`config.mk`:
```
export PLATFORM = sky130hd
export DESIGN_NAME = gmm_cell
export DESIGN_NICKNAME = d
export VERILOG_FILES = /design/src/rtl/gmm_min_component_cost_macros.svh /design/src/rtl/gmm_pkg.sv /design/src/rtl/gmm_cell.sv
export SDC_FILE = /design/constraint.sdc
export NUM_CORES = 1
export LEC_CHECK = 0
export ABC_AREA = 1
export BUFFER_PORTS_ARGS = -buffer_cell sky130_fd_sc_hd__buf_2
export CORE_AREA = 2 2 243 245
export CTS_CLUSTER_DIAMETER = 120
export CTS_CLUSTER_SIZE = 16
export DETAILED_ROUTE_END_ITERATION = 8
export DIE_AREA = 0 0 245 247
export HOLD_SLACK_MARGIN = 0.12
export PLACE_DENSITY_LB_ADDON = 0.3
export SLEW_MARGIN = 20
export SYNTH_ARGS = -nofsm -noshare
export SYNTH_HDL_FRONTEND = slang
export SYNTH_SLANG_ARGS = --single-unit
```
`constraint.sdc`:
```
create_clock -name clk -period 3.5 [get_ports clk]
set_input_delay 0.175 -clock clk [delete_from_list [all_inputs] [get_ports clk]]
set_output_delay 0.175 -clock clk [all_outputs]
set_load 0.01 [all_outputs]
```
`src/rtl/gmm_min_component_cost_macros.svh`:
```
// ----------------------------------------------------------------------------
// GMM minimum component cost: assertion macros
// Concurrent assertion shorthands for the block's top-level RTL file.
// ----------------------------------------------------------------------------
`ifndef GMM_MIN_COMPONENT_COST_MACROS_SVH
`define GMM_MIN_COMPONENT_COST_MACROS_SVH

// Check a consequent in the same cycle as its antecedent
`define GMM_ASSERT_SAME(label, clk, rst_n, ante, cons, msg) \
    label: assert property (@(posedge clk) disable iff (!rst_n) (ante) |-> (cons)) \
        else $error(msg);

// Check a consequent in the cycle after its antecedent
`define GMM_ASSERT_NEXT(label, clk, rst_n, ante, cons, msg) \
    label: assert property (@(posedge clk) disable iff (!rst_n) (ante) |=> (cons)) \
        else $error(msg);

`endif

```
`src/rtl/gmm_pkg.sv`:
```
`timescale 1ns / 1ps
// ----------------------------------------------------------------------------
// GMM minimum component cost: shared package
// Sizes, table word codes, cluster entry layout and the cost pipeline tag.
// ----------------------------------------------------------------------------
package gmm_pkg;

    // Number of mixture components held in the cell ring
    localparam int MAX_CLUSTERS = 8;
    localparam int CLUSTER_W    = (MAX_CLUSTERS > 1) ? $clog2(MAX_CLUSTERS) : 1;
    localparam int CFG_W        = 4;
    localparam int CMP_W        = (CLUSTER_W > CFG_W) ? CLUSTER_W : CFG_W;

    typedef logic [CLUSTER_W-1:0] cnt_t;
    typedef logic [CMP_W-1:0]     cmp_t;

    // Arithmetic widths
    typedef logic signed [16:0] diff_t;   // Q8.8 colour difference
    typedef logic signed [33:0] dprod_t;  // product of two differences
    typedef logic signed [63:0] term_t;   // coefficient times difference product
    typedef logic signed [64:0] pair_t;   // sum of two terms
    typedef logic signed [66:0] sum_t;    // sum of six terms
    typedef logic signed [47:0] cost_t;   // Q32.16 cost
    typedef logic signed [48:0] wcost_t;  // cost before saturation

    localparam int FRAC_DROP = 24;
    localparam int NUM_TERMS = 6;

    localparam cost_t COST_MAX = 48'sh7FFF_FFFF_FFFF;
    localparam cost_t COST_MIN = 48'sh8000_0000_0000;

    localparam logic [CFG_W-1:0] ACTIVE_RESET = 4'd5;

    // Input item actions
    localparam logic ACT_EVAL = 1'b0;
    localparam logic ACT_LOAD = 1'b1;

    // Table word selects
    localparam logic [3:0] SEL_CENTRE_R   = 4'd0;
    localparam logic [3:0] SEL_CENTRE_B   = 4'd2;
    localparam logic [3:0] SEL_COEF_FIRST = 4'd3;
    localparam logic [3:0] SEL_COEF_LAST  = 4'd8;
    localparam logic [3:0] SEL_BIAS       = 4'd9;

    // Difference pairs of the quadratic form: rr, rg, rb, gg, gb, bb
    localparam logic [1:0] TERM_A [NUM_TERMS] = '{2'd0, 2'd0, 2'd0, 2'd1, 2'd1, 2'd2};
    localparam logic [1:0] TERM_B [NUM_TERMS] = '{2'd0, 2'd1, 2'd2, 2'd1, 2'd2, 2'd2};

    // One cluster's table: centres Q8.8, coefficients Q8.24, bias Q32.16
    typedef struct packed {
        logic [2:0][15:0] centre;
        logic [5:0][31:0] coef;
        logic [47:0]      bias;
    } entry_t;

    // Control tag travelling with each cluster through the cost pipeline
    typedef struct packed {
        logic valid;
        logic active;
        logic last;
    } tag_t;

endpackage

```
`src/rtl/gmm_cell.sv`:
```
`timescale 1ns / 1ps
// ----------------------------------------------------------------------------
// GMM cell: one cluster table in the rotating ring
// Holds one cluster entry, takes table loads while at rest and hands its
// entry to the neighbor on every rotation step.
// ----------------------------------------------------------------------------
module gmm_cell (
    input  logic           clk,
    input  logic           shift_en,
    input  gmm_pkg::entry_t entry_in,
    input  logic           load_en,
    input  logic [3:0]     word_select,
    input  logic [47:0]    word_value,
    output gmm_pkg::entry_t entry_out
);

    gmm_pkg::entry_t entry_reg;
    gmm_pkg::entry_t entry_next;
    logic [3:0]      coef_idx;

    // Rotate, or write the selected table word
    always_comb
    begin
        entry_next = entry_reg;
        coef_idx   = word_select - gmm_pkg::SEL_COEF_FIRST;
        if (shift_en)
        begin
            entry_next = entry_in;
        end
        else if (load_en)
        begin
            unique case (word_select) inside
                [gmm_pkg::SEL_CENTRE_R:gmm_pkg::SEL_CENTRE_B]:
                    entry_next.centre[word_select[1:0]] = word_value[15:0];
                [gmm_pkg::SEL_COEF_FIRST:gmm_pkg::SEL_COEF_LAST]:
                    entry_next.coef[coef_idx[2:0]] = word_value[31:0];
                gmm_pkg::SEL_BIAS:
                    entry_next.bias = word_value;
                default:
                    entry_next = entry_reg;
            endcase
        end
    end

    // Table storage has no reset
    always_ff @(posedge clk)
    begin
        entry_reg <= entry_next;
    end

    assign entry_out = entry_reg;

endmodule

```
==> results_dict.tcl <==
set metrics [dict create \
    power.leakage_nw 8.37 \
    clock_path_buffers 3 \
    ctsResizeCount 0 \
    max_slew_margin 0.414 \
    io_pins 631 \
    synth_edf_count 288 \
    power_frac_clock 0.277 \
    io_buffers 630 \
    vias 11700 \
    pwr-share-seq 0.525 \
    fill_cells 5943 \
    ys_types 16 \
    power_frac_comb 0.198 \
    yosysWarnings 0 \
    dp_hpwl_um 40400 \
    gr-total-overflow 0 \
    cts.clk_slew.worst_paths_ps 70 \
    status "finished, final reports clean" \
    synth.largest_area_cell "edfxtp_1" \
    rsz0062_at_grt "no" \
    worst_slew_pin_slew_ps 879 \
    required_ps 3880 \
    ys_top_cells_by_count "nand2_1 (388), edfxtp_1 (288), o21ai_0 (233), buf_2 (35), clkbuf_1 (21)" \
    post-route-util 0.336 \
    first_global_vias 11900 \
    cts.sinks 288 \
    synth_fp_nets 1359 \
    pre_cts_ws_ps 1020 \
    routed_wl_um 57700 \
    cts_hold_buf 307 \
    final_hold_viol_count 0 \
    postCtsSetupBuffers 0 \
    start_util 0.203 \
    viasPerCell 4.29 \
    ys_seq_area_frac 0.733 \
    synth.most_common_cell "nand2_1" \
    htreeDepth 1 \
    slowest_delay_ps 620 \
    slew_violations 0 \
    p_sw_frac 0.273 \
    start_kind "input pin" \
    finalNetCount 2286 \
    fmax_mhz 520 \
    drc 0 \
    grt_pass1_wl_um 79000 \
    async_flop_share 0 \
    drive_above_1_share 0.357 \
    finalWeightedCongestion 0.850 \
    setup_viol 0 \
    maxCapViolations 0 \
    cts_tree "yes" \
    synth_top_area_share 0.733 \
    core_area_um2 58200 \
    tns_ps 0 \
    fp-row-count 89 \
    cts-root-buf "clkbuf_16" \
    grt.total_usage 0.180 \
    largest_reg_flops 288 \
    worstPathArrival_ps 2310 \
    worst_path_max_delay_cell "inv_2" \
    syn_avg_cell_area_um2 11.7 \
    crit_family "buffers and inverters" \
    worstSetupPathType "input pin to register" \
    numCtsBuffers 21 \
    synthesis.area_um2 11800 \
    cpMostUsedCell "nand2_1" \
    crit_buf_inv 4 \
    grt_max_degree 157 \
    hold_path.startpoint "word_value[21]" \
    ir_drop_mv 0.251 \
    p_int_mw 5.95 \
    wl_per_cell_um 21.3 \
    syn_to_final_growth_pct 66.1 \
    ys_top_cells_by_area "edfxtp_1 (73%), nand2_1 (12%), o21ai_0 (9.9%), buf_2 (1.5%), a21oi_1 (0.72%)" \
    fin_crit_sh 0.549 \
    fp.dieW_um 245 \
    path_max_fanout 37 \
    synth-main-ff-cell "edfxtp_1" \
    cp_cell_sequence "buf_8 > inv_2 > buf_4 > nand2_1 > nand2_1 > dlygate4sd3_1" \
    dieArea_um2 60500 \
    hold_class "input pin to register" \
    ys_ff_latch 288 \
    fin_ws_ps 1580 \
    p_per_area_nw_per_um2 417 \
    startpoint "shift_en" \
    syn_inst 1011 \
    hold_ws_ps 150 \
    finalCriticalPeriod_ps 1920 \
    drtIter0Drc 826 \
    drt_pass1_iterations 5 \
    drtAntennaViolNets 0 \
    worstSetupEndpointType "register" \
    die_y_um 247 \
    p_sw_mw 2.23 \
    antenna_found_initial 6 \
]
-- path summary, 6_finish.rpt --
path	slack, ps	cells after the start	end
min	150	3	entry_out[21]$_DFFE_PP_
max	1580	6	entry_out[23]$_DFFE_PP_
-- layout by cell type (no fill, tap or decap), types with 2 or more instances in the layout --
cell type      instances
buf_2                629
nand2_1              387
dlygate4sd3_1        307
edfxtp_1             288
o21ai_0              225
buf_4                 22
clkbuf_16             21
a21oi_1               16
inv_1                  8
diode_2                7
o21ai_4                6
nand4_1                5
ha_1                   5
buf_12                 3
nand2_2                2
nand3_2                2
-- cell type report --
class,count,area [um^2],area share
multi-input combinational,655,2930,0.149
tap,773,967,0.0494
antenna,7,17.5,0.000894
clock buffer,21,526,0.0268
inverter,9,33.8,0.00172
timing repair buffer,963,6470,0.330
sequential,288,8650,0.441
-- logic make-up after synthesis --
group                      Yosys count  synth area share
buffers and inverters               68            0.0260
adders and majority gates            5           0.00530
DFF                                288             0.733
and+or+nand+nor                    399             0.129
AOI/OAI and AO/OA                  251             0.107
-- worst min-delay path, delay by kind of cell --
| kind | cells | cell delay, ps |
|---|---|---|
| and+or+nand+nor | 2 | 320 |
| buffers and inverters | 1 | 70 |
-- metal layers --
layer / up-vias / global-route usage / share of wire
met5: - / 0 / 0
met4: 0 / 0.0542 / 0.024
met3: 66 / 0.0308 / 0.065
met2: 551 / 0.325 / 0.51
met1: 5634 / 0.217 / 0.40
li1: 5401 / - / -
-- power by group through the flow --
stage / sequential [mW] / combinational [mW] / clock [mW]
floorplan: 4.54 / 0.326 / 0
global placement: 4.37 / 1.34 / 0
detailed placement: 4.37 / 1.35 / 0
CTS: 4.30 / 1.63 / 2.35
global route: 4.32 / 1.75 / 2.45
finish: 4.30 / 1.62 / 2.27
-- per-stage QoR --
stage	instances	total power [mW]	area, um^2
4_1_cts	2708	8.28	19600
3_5_place_dp	2380	5.72	16000
3_3_place_gp	2380	5.71	16000
6_report	2716	8.18	19600
5_1_grt	2710	8.52	19600
2_1_floorplan	1011	4.87	11800
Note: power is estimated with default switching activity, not from simulation.
